### src/assert_macros.svh
// Assertion macros used by the top level of the line blend deinterlacer.
// Depends on nothing; the assertions compile away when SYNTHESIS is set.
`ifndef ASSERT_MACROS_SVH
`define ASSERT_MACROS_SVH
`ifndef SYNTHESIS
// Check a property on every rising edge, skipped while in reset.
`define ASSERT_CLK(lbl, ck, rs, prop) \
  lbl: assert property (@(posedge ck) disable iff (rs) (prop)) \
    else $error("line blend deinterlacer: assertion failed");
// Check that a condition never holds.
`define ASSERT_NEVER(lbl, ck, rs, cond) \
  `ASSERT_CLK(lbl, ck, rs, !(cond))
`else
`define ASSERT_CLK(lbl, ck, rs, prop)
`define ASSERT_NEVER(lbl, ck, rs, cond)
`endif
`endif

### src/lbdi_pkg.sv
// Package of the line blend deinterlacer: sizes, register codes, types, blend.
// No dependencies; every RTL file of the block but lbdi_ram imports it.
`timescale 1ns / 1ps
`default_nettype none
package lbdi_pkg;

  localparam int MAX_LINE_WIDTH   = 1024;
  localparam int PAL_FIX_PERIOD   = 25;
  localparam int MAX_FRAME_HEIGHT = 4096;

  localparam int COL_W = $clog2(MAX_LINE_WIDTH);
  localparam int WID_W = COL_W + 1;
  localparam int ROW_W = 12;
  localparam int HGT_W = 13;
  localparam int PER_W = 5;
  localparam int PER_MAX = 31;

  localparam int PIX_W      = 32;
  localparam int LW_W       = 11;
  localparam int FH_W       = 13;
  localparam int CFG_IDX_W  = 2;
  localparam int CFG_DATA_W = 13;

  localparam logic [PIX_W-1:0] BYTE_HALF_MASK = 32'hfefe_fefe;

  localparam int QUEUE_DEPTH = 4;
  localparam int QPTR_W = $clog2(QUEUE_DEPTH);
  localparam int QCNT_W = QPTR_W + 1;

  localparam logic [CFG_IDX_W-1:0] REG_LINE_WIDTH   = 2'd0;
  localparam logic [CFG_IDX_W-1:0] REG_FRAME_HEIGHT = 2'd1;
  localparam logic [CFG_IDX_W-1:0] REG_PAL_FIX      = 2'd2;

  localparam logic [LW_W-1:0] LINE_WIDTH_RESET   = 11'd640;
  localparam logic [FH_W-1:0] FRAME_HEIGHT_RESET = 13'd480;

  // Which pixel a source pixel is blended with.
  typedef enum logic [1:0] {
    SEL_SELF,
    SEL_ABOVE,
    SEL_TWO
  } sel_t;

  typedef struct packed {
    logic [COL_W-1:0] col;
    sel_t             sel;
    logic             last;
  } cmd_t;

  typedef struct packed {
    logic [PIX_W-1:0] pixel;
    logic             last;
  } res_t;

  typedef struct packed {
    logic             we;
    logic [COL_W-1:0] addr;
    logic [PIX_W-1:0] prev_data;
    logic [PIX_W-1:0] older_data;
  } wr_t;

  // Halve each byte and add; no carry can cross a byte boundary.
  function automatic logic [PIX_W-1:0] blend(input logic [PIX_W-1:0] a,
                                             input logic [PIX_W-1:0] b);
    blend = ((a & BYTE_HALF_MASK) >> 1) + ((b & BYTE_HALF_MASK) >> 1);
  endfunction

endpackage
`default_nettype wire

### src/lbdi_front.sv
// Front end: configuration registers, frame/line counters and PAL period logic.
// Classifies each accepted pixel into a command; depends on lbdi_pkg.
`timescale 1ns / 1ps
`default_nettype none
module lbdi_front (
  input  wire logic                             clk,
  input  wire logic                             rst,
  input  wire logic                             cfg_we,
  input  wire logic [lbdi_pkg::CFG_IDX_W-1:0]   cfg_index,
  input  wire logic [lbdi_pkg::CFG_DATA_W-1:0]  cfg_data,
  input  wire logic                             take,
  output lbdi_pkg::cmd_t                        cmd
);
  import lbdi_pkg::*;

  logic [LW_W-1:0]  line_width;
  logic [FH_W-1:0]  frame_height;
  logic             pal_fix_enable;

  logic [COL_W-1:0] column_count, column_count_next;
  logic [ROW_W-1:0] row_count, row_count_next;
  logic [PER_W-1:0] period_count, period_count_next;
  logic [WID_W-1:0] frm_width;
  logic [HGT_W-1:0] frm_height;
  logic             frm_fix;
  logic             use_two_back, use_two_back_next;

  logic             frame_start;
  logic [WID_W-1:0] w_clamp, eff_w;
  logic [HGT_W-1:0] h_clamp, eff_h;
  logic             eff_fix;
  logic [PER_W-1:0] per_base;
  logic             col_wrap, row_wrap;

  always_ff @(posedge clk) begin
    if (rst) begin
      line_width     <= LINE_WIDTH_RESET;
      frame_height   <= FRAME_HEIGHT_RESET;
      pal_fix_enable <= 1'b0;
    end else if (cfg_we) begin
      unique case (cfg_index)
        REG_LINE_WIDTH:   line_width     <= cfg_data[LW_W-1:0];
        REG_FRAME_HEIGHT: frame_height   <= cfg_data[FH_W-1:0];
        REG_PAL_FIX:      pal_fix_enable <= cfg_data[0];
        default: ;
      endcase
    end
  end

  always_comb begin
    frame_start = (column_count == '0) && (row_count == '0);

    if (line_width == '0) begin
      w_clamp = WID_W'(1);
    end else if (32'(line_width) > 32'(MAX_LINE_WIDTH)) begin
      w_clamp = WID_W'(MAX_LINE_WIDTH);
    end else begin
      w_clamp = WID_W'(line_width);
    end

    if (frame_height == '0) begin
      h_clamp = HGT_W'(1);
    end else if (32'(frame_height) > 32'(MAX_FRAME_HEIGHT)) begin
      h_clamp = HGT_W'(MAX_FRAME_HEIGHT);
    end else begin
      h_clamp = HGT_W'(frame_height);
    end

    // Settings are sampled at the first pixel of a frame and held after.
    eff_w    = frame_start ? w_clamp : frm_width;
    eff_h    = frame_start ? h_clamp : frm_height;
    eff_fix  = frame_start ? pal_fix_enable : frm_fix;
    per_base = frame_start ? '0 : period_count;

    if (column_count == '0) begin
      use_two_back_next = eff_fix && (per_base == PER_W'(PAL_FIX_PERIOD));
      if (use_two_back_next) begin
        period_count_next = PER_W'(1);
      end else if (per_base < PER_W'(PER_MAX)) begin
        period_count_next = per_base + PER_W'(1);
      end else begin
        period_count_next = per_base;
      end
    end else begin
      use_two_back_next = use_two_back;
      period_count_next = period_count;
    end

    col_wrap = (WID_W'(column_count) + WID_W'(1)) >= eff_w;
    row_wrap = (HGT_W'(row_count) + HGT_W'(1)) >= eff_h;

    if (col_wrap) begin
      column_count_next = '0;
      row_count_next    = row_wrap ? '0 : row_count + ROW_W'(1);
    end else begin
      column_count_next = column_count + COL_W'(1);
      row_count_next    = row_count;
    end

    cmd.col  = column_count;
    cmd.last = col_wrap && row_wrap;
    priority if (row_count == '0) begin
      cmd.sel = SEL_SELF;
    end else if (use_two_back_next && (row_count >= ROW_W'(2))) begin
      cmd.sel = SEL_TWO;
    end else begin
      cmd.sel = SEL_ABOVE;
    end
  end

  always_ff @(posedge clk) begin
    if (rst) begin
      column_count <= '0;
      row_count    <= '0;
      period_count <= '0;
      frm_width    <= '0;
      frm_height   <= '0;
      frm_fix      <= 1'b0;
      use_two_back <= 1'b0;
    end else if (take) begin
      column_count <= column_count_next;
      row_count    <= row_count_next;
      period_count <= period_count_next;
      frm_width    <= eff_w;
      frm_height   <= eff_h;
      frm_fix      <= eff_fix;
      use_two_back <= use_two_back_next;
    end
  end

endmodule
`default_nettype wire

### config.mk
export PLATFORM = sky130hd
export DESIGN_NAME = lbdi_front
export DESIGN_NICKNAME = d
export VERILOG_FILES = /design/src/assert_macros.svh /design/src/lbdi_pkg.sv /design/src/lbdi_front.sv
export SDC_FILE = /design/constraint.sdc
export NUM_CORES = 1
export LEC_CHECK = 0
export ABC_CLOCK_PERIOD_IN_PS = 5700
export BUFFER_PORTS_ARGS = -buffer_cell sky130_fd_sc_hd__buf_2
export CELL_PAD_IN_SITES_DETAIL_PLACEMENT = 0
export CELL_PAD_IN_SITES_GLOBAL_PLACEMENT = 1
export CORE_MARGIN = 2
export CORE_UTILIZATION = 30
export DETAILED_ROUTE_END_ITERATION = 7
export GPL_TIMING_DRIVEN = 0
export PLACE_DENSITY_LB_ADDON = 0.3
export SYNTH_ARGS = -nofsm -noshare
export SYNTH_HDL_FRONTEND = slang
export SYNTH_SLANG_ARGS = --single-unit
### constraint.sdc
create_clock -name clk -period 5.7 [get_ports clk]
set_input_delay 0.57 -clock clk [delete_from_list [all_inputs] [get_ports clk]]
set_output_delay 0.57 -clock clk [all_outputs]
set_load 0.02 [all_outputs]
==> results.cfg, run 1 <==
[outcome]
status = finished, final reports clean

[cells_and_area]
layout_commonest_cell = dfxtp_1
num-fill-cells = 1556
final_cell_mix = dfxtp_1, nand2_1, nor2_1
layout-drive-gt1-share_pct = 11.6
final_core_util_pct = 35.6
syn_to_final_growth_pct = 16.4
nets = 634
num_antenna_cells = 0

[clock_tree]
cts_resized = 0
clk_latency_ps = 340
cts_made_buffers = 9
cts_setup_buffers = 0
root_buffer = clkbuf_16
cts_buffer_depth = 2
cts.sinks = 78
clk_pin_slew_ps = 60
cts_tree = done
htreeDepth = 3
cts_hold_buf = 0

[timing]
period_needed_ps = 4980
max_freq_mhz = 201
setup_viol = 0
fin_crit_sh_pct = 87.3
drv_slew = 0
relSlewSlack_pct = 37.3
tightest_slew_ps = 932
finalSetupTns_ps = 0
rsz0062_at_grt = no
fin_skew_ps = 3.69
setup_ws_ps = 722
hold_violations = 0

[power_and_ir_drop]
peakVddDrop_v = 0.000187
switching_power_uw = 531
p_int_mw = 1.15
p_seq_share_pct = 35.5
p_comb_share_pct = 24.2
switching_share_pct = 31.6
pwr-share-clk_pct = 40.2
p_leak_nw = 2.09
power_density_nw_per_um2 = 326

[worst_setup_path]
worst_ep_arrival_time_ps = 5270
path_class = reg2reg
crit_path_cell_trace = nor4_1 > nand2_1 > or3_1 > buf_6 > buf_2 > clkbuf_1 > a22oi_1 > ha_1 > nand4_1 > nor3_1 > a2111oi_0 > o211ai_1 > nor3_1 > buf_2 > a22o_1
cp_slowest_cell = a2111oi_0
cp-start-kind = flop
crit_fanout = 10
crit_path_end_kind = flop
cp.required_ps = 5990
reg2reg_slack_ps = 720
max_stage_delay_ps = 580

[routing]
drtAntennaViolNets = 0
wl_mm = 12.3
wl_per_cell_microns = 16.0
drt_first_pass_iters = 4
num_vias = 4039
via_per_inst = 5.23
drt_iter0_drc = 224
drc = 0

[logic_synthesis]
ys_seq_area_share_pct = 35.3
synth_cells = 543
synth_nets = 593
synth-edff-count = 0
ys_seq_elements = 78
avgSynthCellArea_sq_um = 8.15
ys_async_sr_fraction_pct = 0
synth-main-ff-cell = dfxtp_1
yosysWarnings = 0
syn_area_sq_um = 4430
synth.distinct_cells = 54

[grt]
grt_util_all_layers_pct = 16.2
grt_pass1_vias = 3895
grt_max_degree = 14
grt-ovfl-total = 0
antenna_found_initial = 0
grt_pass1_wl_mm = 20.4

[floorplanning]
initial_core_util_pct = 30.6
fp.dieH_microns = 125
rows = 44
core_area_sq_um = 14500
ioPinCount = 32
dieArea_sq_um = 15700
die_w_microns = 125

[place]
hpwlAfterDp_mm = 9.38
place.gp.congestion = 0.808
io_buffers = 30
pre_cts_ws_ps = 726

[flow_run]
max_cap_viol_count = 0

[worst_hold_path]
hp-class = in2reg
## critical path, delay by kind of cell (launching register included)
kind	cells	cell delay, ps
compound gates	4	1530
fa+ha+maj	1	300
buf+inv	4	950
flops	1	370
simple gates	6	1760
## registers in the layout (all words and copies together) (netlist names)
signal / count
column_count: 10
frame_height: 13
frm_fix: 1
frm_height: 13
frm_width: 11
line_width: 11
pal_fix_enable: 1
period_count: 5
row_count: 12
use_two_back: 1
## worst paths after layout
check | startpoint | end | depth (start not counted)
setup / recovery | row_count[7]$_SDFFE_PP0P_ | row_count[7]$_SDFFE_PP0P_ | 15
hold / removal | cfg_data[7] | frame_height[7]$_SDFFE_PP1P_ | 3
setup reg to reg | row_count[7]$_SDFFE_PP0P_ | row_count[7]$_SDFFE_PP0P_ | 15
hold reg to reg | frame_height[0]$_SDFFE_PP0P_ | frame_height[0]$_SDFFE_PP0P_ | 2
## synthesized netlist by cell type, types with 3 or more instances
library cell,instances,share of area [%]
a2111oi_0,3,0.59
a211oi_1,9,1.5
a211oi_2,3,0.85
a21oi_1,44,5.0
a22o_1,10,2.0
a22oi_1,14,2.4
a31oi_1,3,0.42
a32oi_1,14,2.8
and3_1,10,1.4
buf_1,4,0.34
buf_2,6,0.68
buf_6,3,0.76
clkbuf_1,21,1.8
dfxtp_1,78,35
ha_1,31,8.8
inv_1,13,1.1
mux2i_1,7,1.6
nand2_1,73,6.2
nand3_1,30,3.4
nand4_1,6,0.85
nor2_1,56,4.7
nor2b_1,6,0.85
nor3_1,9,1.0
nor3b_1,6,1.0
nor3b_2,3,0.85
nor4_1,11,1.6
o21a_1,5,0.85
o21ai_0,17,1.9
xnor2_1,13,2.6
xor2_1,7,1.4
## final cells by class
cell class                 instances  area (sq um)  area share (%)
sequential                        78          1560            30.3
inverter                          14          52.6            1.02
multi-input combinational        417          2660            51.5
clock inverter                     5           106            2.06
timing repair buffer              30           150            2.91
buffer                            34           158            3.06
tap                              184           230            4.47
clock buffer                      10           239            4.64
## routing by layer
layer / vias to the layer above / track usage [%] / part of all wire, %
li1: 2050 / - / -
met1: 1904 / 21.4 / 48
met2: 70 / 26.2 / 46
met3: 15 / 3.55 / 3.4
met4: 0 / 5.56 / 1.9
met5: - / 0 / 0
## power by group through the flow
stage | Clock [mW] | Sequential [mW] | Combinational [mW]
after floorplan | 0 | 0.604 | 0.289
after global placement | 0 | 0.608 | 0.404
after detailed placement | 0 | 0.609 | 0.408
after CTS | 0.691 | 0.597 | 0.410
after global routing | 0.711 | 0.601 | 0.457
final | 0.676 | 0.597 | 0.407
## per-stage QoR
stage,hold WS (ps),power (mW),instance area [sq um],cells
finish,463,1.68,5150,772
detailed placement,474,1.02,4810,757
floorplan,443,0.893,4430,543
global route,476,1.77,5150,772
CTS,450,1.70,5150,772
global placement,467,1.01,4810,757
## cell families after synthesis
family	count (synthesis)	synth area share, %
flops	78	35.3
fa+ha+maj	32	8.99
mux	8	1.84
buf+inv	48	4.75
simple gates	222	24.3
compound gates	135	20.9
xor+xnor	20	3.96
Power figures use the tool's default switching activity.
==> run 2, diff against run 1 <==
Settings changed: CORE_ASPECT_RATIO from default to 0.6.
==> run 2 against run 1 <==
Effect of this change: count of clock-buffer cells in the layout increased by 1; non-clock buffer count unchanged; utilization up 0.11 points; first-iteration DRC count increased by 64%; largest power group unchanged; fmax shrank 1.7%; wire length grew 8.9%; clock skew rose by 3.9 ps; clock power down 2%.
==> results.cfg, run 2 (synthesis gave the netlist of run 1 again) <==
[routing]
drc = 0
num_vias = 4205
wl_per_cell_microns = 17.1
via_per_inst = 5.35
drt_iter0_drc = 368
drt_first_pass_iters = 5
drtAntennaViolNets = 0
wl_mm = 13.4

[timing]
rsz0062_at_grt = no
setup_viol = 0
drv_slew = 0
fin_skew_ps = 7.55
setup_ws_ps = 636
max_freq_mhz = 197
period_needed_ps = 5060
relSlewSlack_pct = 41.7
tightest_slew_ps = 867
fin_crit_sh_pct = 88.8
hold_violations = 0
finalSetupTns_ps = 0

[cells_and_area]
syn_to_final_growth_pct = 16.6
num-fill-cells = 1537
nets = 634
ff_latch_area_sq_um = 1560
layout-drive-gt1-share_pct = 11.4
largestRegisters = frame_height (13), frm_height (13), row_count (12)
num_antenna_cells = 0
layout_commonest_cell = dfxtp_1
final_cell_mix = dfxtp_1, nand2_1, nor2_1
multi_input_area_sq_um = 2660

[power_and_ir_drop]
peakVddDrop_v = 0.000143
p_leak_nw = 2.09
power_density_nw_per_um2 = 326

[clock_tree]
root_buffer = clkbuf_16
cts_buffer_depth = 2
cts_setup_buffers = 0
htreeDepth = 3
cts_tree = done
cts_hold_buf = 0
clk_latency_ps = 340
cts.sinks = 78
cts_resized = 0
clk_pin_slew_ps = 60
cts_made_buffers = 9

[place]
place.gp.congestion = 0.853
io_buffers = 30
hpwlAfterDp_mm = 10.2
pre_cts_ws_ps = 735

[outcome]
status = finished, final reports clean

[worst_hold_path]
min_path_cells = 3
hp-class = in2reg
worstHoldStart = cfg_data[12]
hold_end = frame_height[12]$_SDFFE_PP0P_

[worst_setup_path]
reg2reg_slack_ps = 730
crit_path_end_kind = output pin
cp-start-kind = flop
worst_ep_arrival_time_ps = 4490
cp.required_ps = 5130
path_class = reg2out
rr_worst_depth = 17
r2r_end = row_count[7]$_SDFFE_PP0P_
rr_startpoint = column_count[0]$_SDFFE_PP0P_
crit_fanout = 10

[grt]
antenna_found_initial = 0
use_met1_pct = 28.7
grt_util_all_layers_pct = 17.5
grt_max_degree = 13
busiest_layer = met1
grt_use_met2_pct = 22.5
grt-ovfl-total = 0
grt_pass1_vias = 3871
use_met3_pct = 3.74
grt_pass1_wl_mm = 21.4

[floorplanning]
rows = 34
dieArea_sq_um = 15800
ioPinCount = 32
core_area_sq_um = 14500
initial_core_util_pct = 30.6
die_w_microns = 161
fp.dieH_microns = 98.1

[flow_run]
max_cap_viol_count = 0
[run 2: cell count changes in the layout (fill, tap and decap cells not counted), sizes merged]
| cell | delta |
|---|---|
| clkbuf | +1 |
| clkinvlp | -1 |
| clkinv | +1 |
| inv | -1 |
[run 2: area by class of cell]
class                      instances  share of cell area [%]
clock buffer                      11                    4.70
multi-input combinational        417                    51.4
buffer                            34                    3.05
tap                              198                    4.80
sequential                        78                    30.2
timing repair buffer              30                    2.91
inverter                          14                    1.02
clock inverter                     4                    1.84
[run 2: worst max path at each step]
stage | from | to | slack [ps] | cells past startpoint
2_1_floorplan | column_count[4]$_SDFFE_PP0P_ | row_count[7]$_SDFFE_PP0P_ | 1750 | 16
3_3_place_gp | column_count[0]$_SDFFE_PP0P_ | row_count[2]$_SDFFE_PP0P_ | 720 | 17
3_5_place_dp | row_count[7]$_SDFFE_PP0P_ | row_count[2]$_SDFFE_PP0P_ | 740 | 15
4_1_cts | column_count[0]$_SDFFE_PP0P_ | cmd[0] | 630 | 16
5_1_grt | column_count[0]$_SDFFE_PP0P_ | row_count[2]$_SDFFE_PP0P_ | 190 | 17
6_report | column_count[0]$_SDFFE_PP0P_ | cmd[0] | 640 | 16
[run 2: report_power, final]
part | switching (mW) | internal, mW | total [mW]
combinational | 0.283 | 0.138 | 0.421
clock | 0.225 | 0.437 | 0.661
sequential | 0.0258 | 0.573 | 0.598
[run 2: layer usage]
layer  routed length, microns  part of all wire, %
met5                        0                    0
met1                     7680                   57
met2                     4890                   36
met4                       87                 0.65
met3                      757                  5.6
[run 2: through the flow]
| stage | hold slack, ps | instance area [sq um] | instances | power, mW | utilization, % |
|---|---|---|---|---|---|
| after detailed placement | 472 | 4820 | 771 | 1.03 | 33.4 |
| after floorplan | 443 | 4430 | 543 | 0.893 | - |
| after global routing | 484 | 5160 | 786 | 1.77 | 35.7 |
| after CTS | 472 | 5160 | 786 | 1.70 | 35.7 |
| after global placement | 467 | 4820 | 771 | 1.01 | 33.4 |
| final | 478 | 5160 | 786 | 1.68 | 35.7 |
[run 2: worst max-delay path: stages (launching register included)]
cell,delay [ps]
dfxtp_1,450
inv_1,90
ha_1,220
nor2b_1,160
nand3_2,160
or3_1,150
buf_6,130
buf_2,250
clkbuf_1,500
a22oi_1,230
ha_1,240
a2111oi_0,330
o21ai_0,320
o21ai_0,350
buf_2,320
nor2_1,100
buf_2,170
==> run 3, diff against run 2 <==
==> constraint.sdc (replaced) <==
create_clock -name clk -period 5.7 [get_ports clk]
set_input_delay 0 -clock clk [delete_from_list [all_inputs] [get_ports clk]]
set_output_delay 0 -clock clk [all_outputs]
set_load 0.02 [all_outputs]
==> run 3 against run 2 <==
Effect of this change: sequential power about the same; largest cell class unchanged; final area increased by 2.7%; critical endpoint is now row_count[7]$_SDFFE_PP0P_; non-clock buffer count increased by 14.
==> results.cfg, run 3 (synthesis gave the netlist of run 1 again) <==
[outcome]
status = finished, final reports clean

[clock_tree]
cts_hold_buf = 14
htreeDepth = 3
cts_resized = 0
clk_latency_ps = 340
cts_tree = done
cts.sinks = 78
cts_buffer_depth = 2
clk_pin_slew_ps = 60
cts_setup_buffers = 0
cts_made_buffers = 9
root_buffer = clkbuf_16

[floorplanning]
initial_core_util_pct = 30.6
core_area_sq_um = 14500
fp.dieH_microns = 98.1
ioPinCount = 32
dieArea_sq_um = 15800
rows = 34
die_w_microns = 161

[routing]
drtAntennaViolNets = 0
via_per_inst = 5.29
wl_per_cell_microns = 17.0
wl_mm = 13.6
drt_first_pass_iters = 5
num_vias = 4232
drc = 0
drt_iter0_drc = 370

[power_and_ir_drop]
peakVddDrop_v = 0.000143
p_leak_nw = 2.14
power_density_nw_per_um2 = 318

[grt]
grt_max_degree = 13
grt-ovfl-total = 0
grt_pass1_vias = 3966
grt_util_all_layers_pct = 17.8
grt_pass1_wl_mm = 21.7
antenna_found_initial = 0

[cells_and_area]
nets = 648
final_cell_mix = dfxtp_1, nand2_1, nor2_1
num_antenna_cells = 0
multi_input_area_sq_um = 2660
largestRegisters = frame_height (13), frm_height (13), row_count (12)
fin_area_sq_um = 5300
syn_to_final_growth_pct = 19.8
layout_commonest_cell = dfxtp_1
num-fill-cells = 1520
layout-drive-gt1-share_pct = 11.1
ff_latch_area_sq_um = 1560

[timing]
drv_slew = 0
hold_violations = 0
period_needed_ps = 4990
rsz0062_at_grt = no
setup_viol = 0
relSlewSlack_pct = 42.7
finalSetupTns_ps = 0
tightest_slew_ps = 853
fin_skew_ps = 7.03
fin_crit_sh_pct = 87.6
max_freq_mhz = 200

[worst_setup_path]
crit_path_cell_trace = inv_1 > ha_1 > nor2b_1 > nand3_2 > or3_1 > buf_6 > buf_2 > clkbuf_1 > a22oi_1 > ha_1 > a21oi_1 > nand2_1 > a2111oi_0 > o211ai_1 > nor3_1 > buf_2 > a22o_1
crit_path_end_kind = flop
path_class = reg2reg
max_stage_delay_ps = 630
worst_ep_arrival_time_ps = 5270
cp-start-kind = flop
crit_fanout = 10
cp_slowest_cell = a2111oi_0
cp.required_ps = 5980

[place]
place.gp.congestion = 0.853
io_buffers = 30
post_dp_cell_area_sq_um = 4820
hpwlAfterDp_mm = 10.2

[flow_run]
max_cap_viol_count = 0

[worst_hold_path]
hp-class = in2reg
run 3: stage by stage:
stage | total power [mW] | instances | hold WS [ps] | utilization [%] | setup slack (ps)
floorplan | 0.893 | 543 | 124 | - | 1750
CTS | 1.70 | 800 | 0.658 | 36.7 | 697
finish | 1.69 | 800 | 8.10 | 36.7 | 706
global route | 1.78 | 800 | 45.8 | 36.7 | 193
global placement | 1.01 | 771 | 248 | 33.4 | 723
detailed placement | 1.03 | 771 | 256 | 33.4 | 735
run 3: worst paths after layout:
check / start / end / slack, ps / cells after the start
worst max register to register: column_count[0]$_SDFFE_PP0P_ / row_count[7]$_SDFFE_PP0P_ / 710 / 17
worst min-delay path: cfg_index[1] / line_width[10]$_SDFFE_PP0P_ / 8 / 4
worst max-delay path: column_count[0]$_SDFFE_PP0P_ / row_count[7]$_SDFFE_PP0P_ / 710 / 17
worst min register to register: line_width[2]$_SDFFE_PP0P_ / line_width[2]$_SDFFE_PP0P_ / 490 / 2
run 3: cell type report:
class / count / area share [%]
plain buffers: 34 / 2.97
clock buffers: 11 / 4.58
clock inverters: 4 / 1.79
inverters: 14 / 0.991
multi-input cells: 417 / 50.1
flip-flops and latches: 78 / 29.4
well taps: 198 / 4.67
repair buffers: 44 / 5.47
run 3: per-layer routing:
layer,track usage [%],vias to the layer above,wire (microns)
li1,-,2076,-
met4,3.50,0,87
met3,3.48,7,831
met2,23.6,142,5040
met5,0,-,0
met1,28.9,2007,7660
run 3: power breakdown:
group	switching (mW)	internal, mW	total, mW
Sequential	0.0259	0.573	0.599
Clock	0.224	0.437	0.661
Combinational	0.284	0.144	0.428
Total	0.534	1.15	1.69
run 3: critical path: cells and delay by family (launching register included):
kind	cells	cell delay, ps
AOI/OAI and AO/OA	5	1720
adders and majority gates	2	450
buffers and inverters	5	1040
DFF	1	370
and+or+nand+nor	5	1330
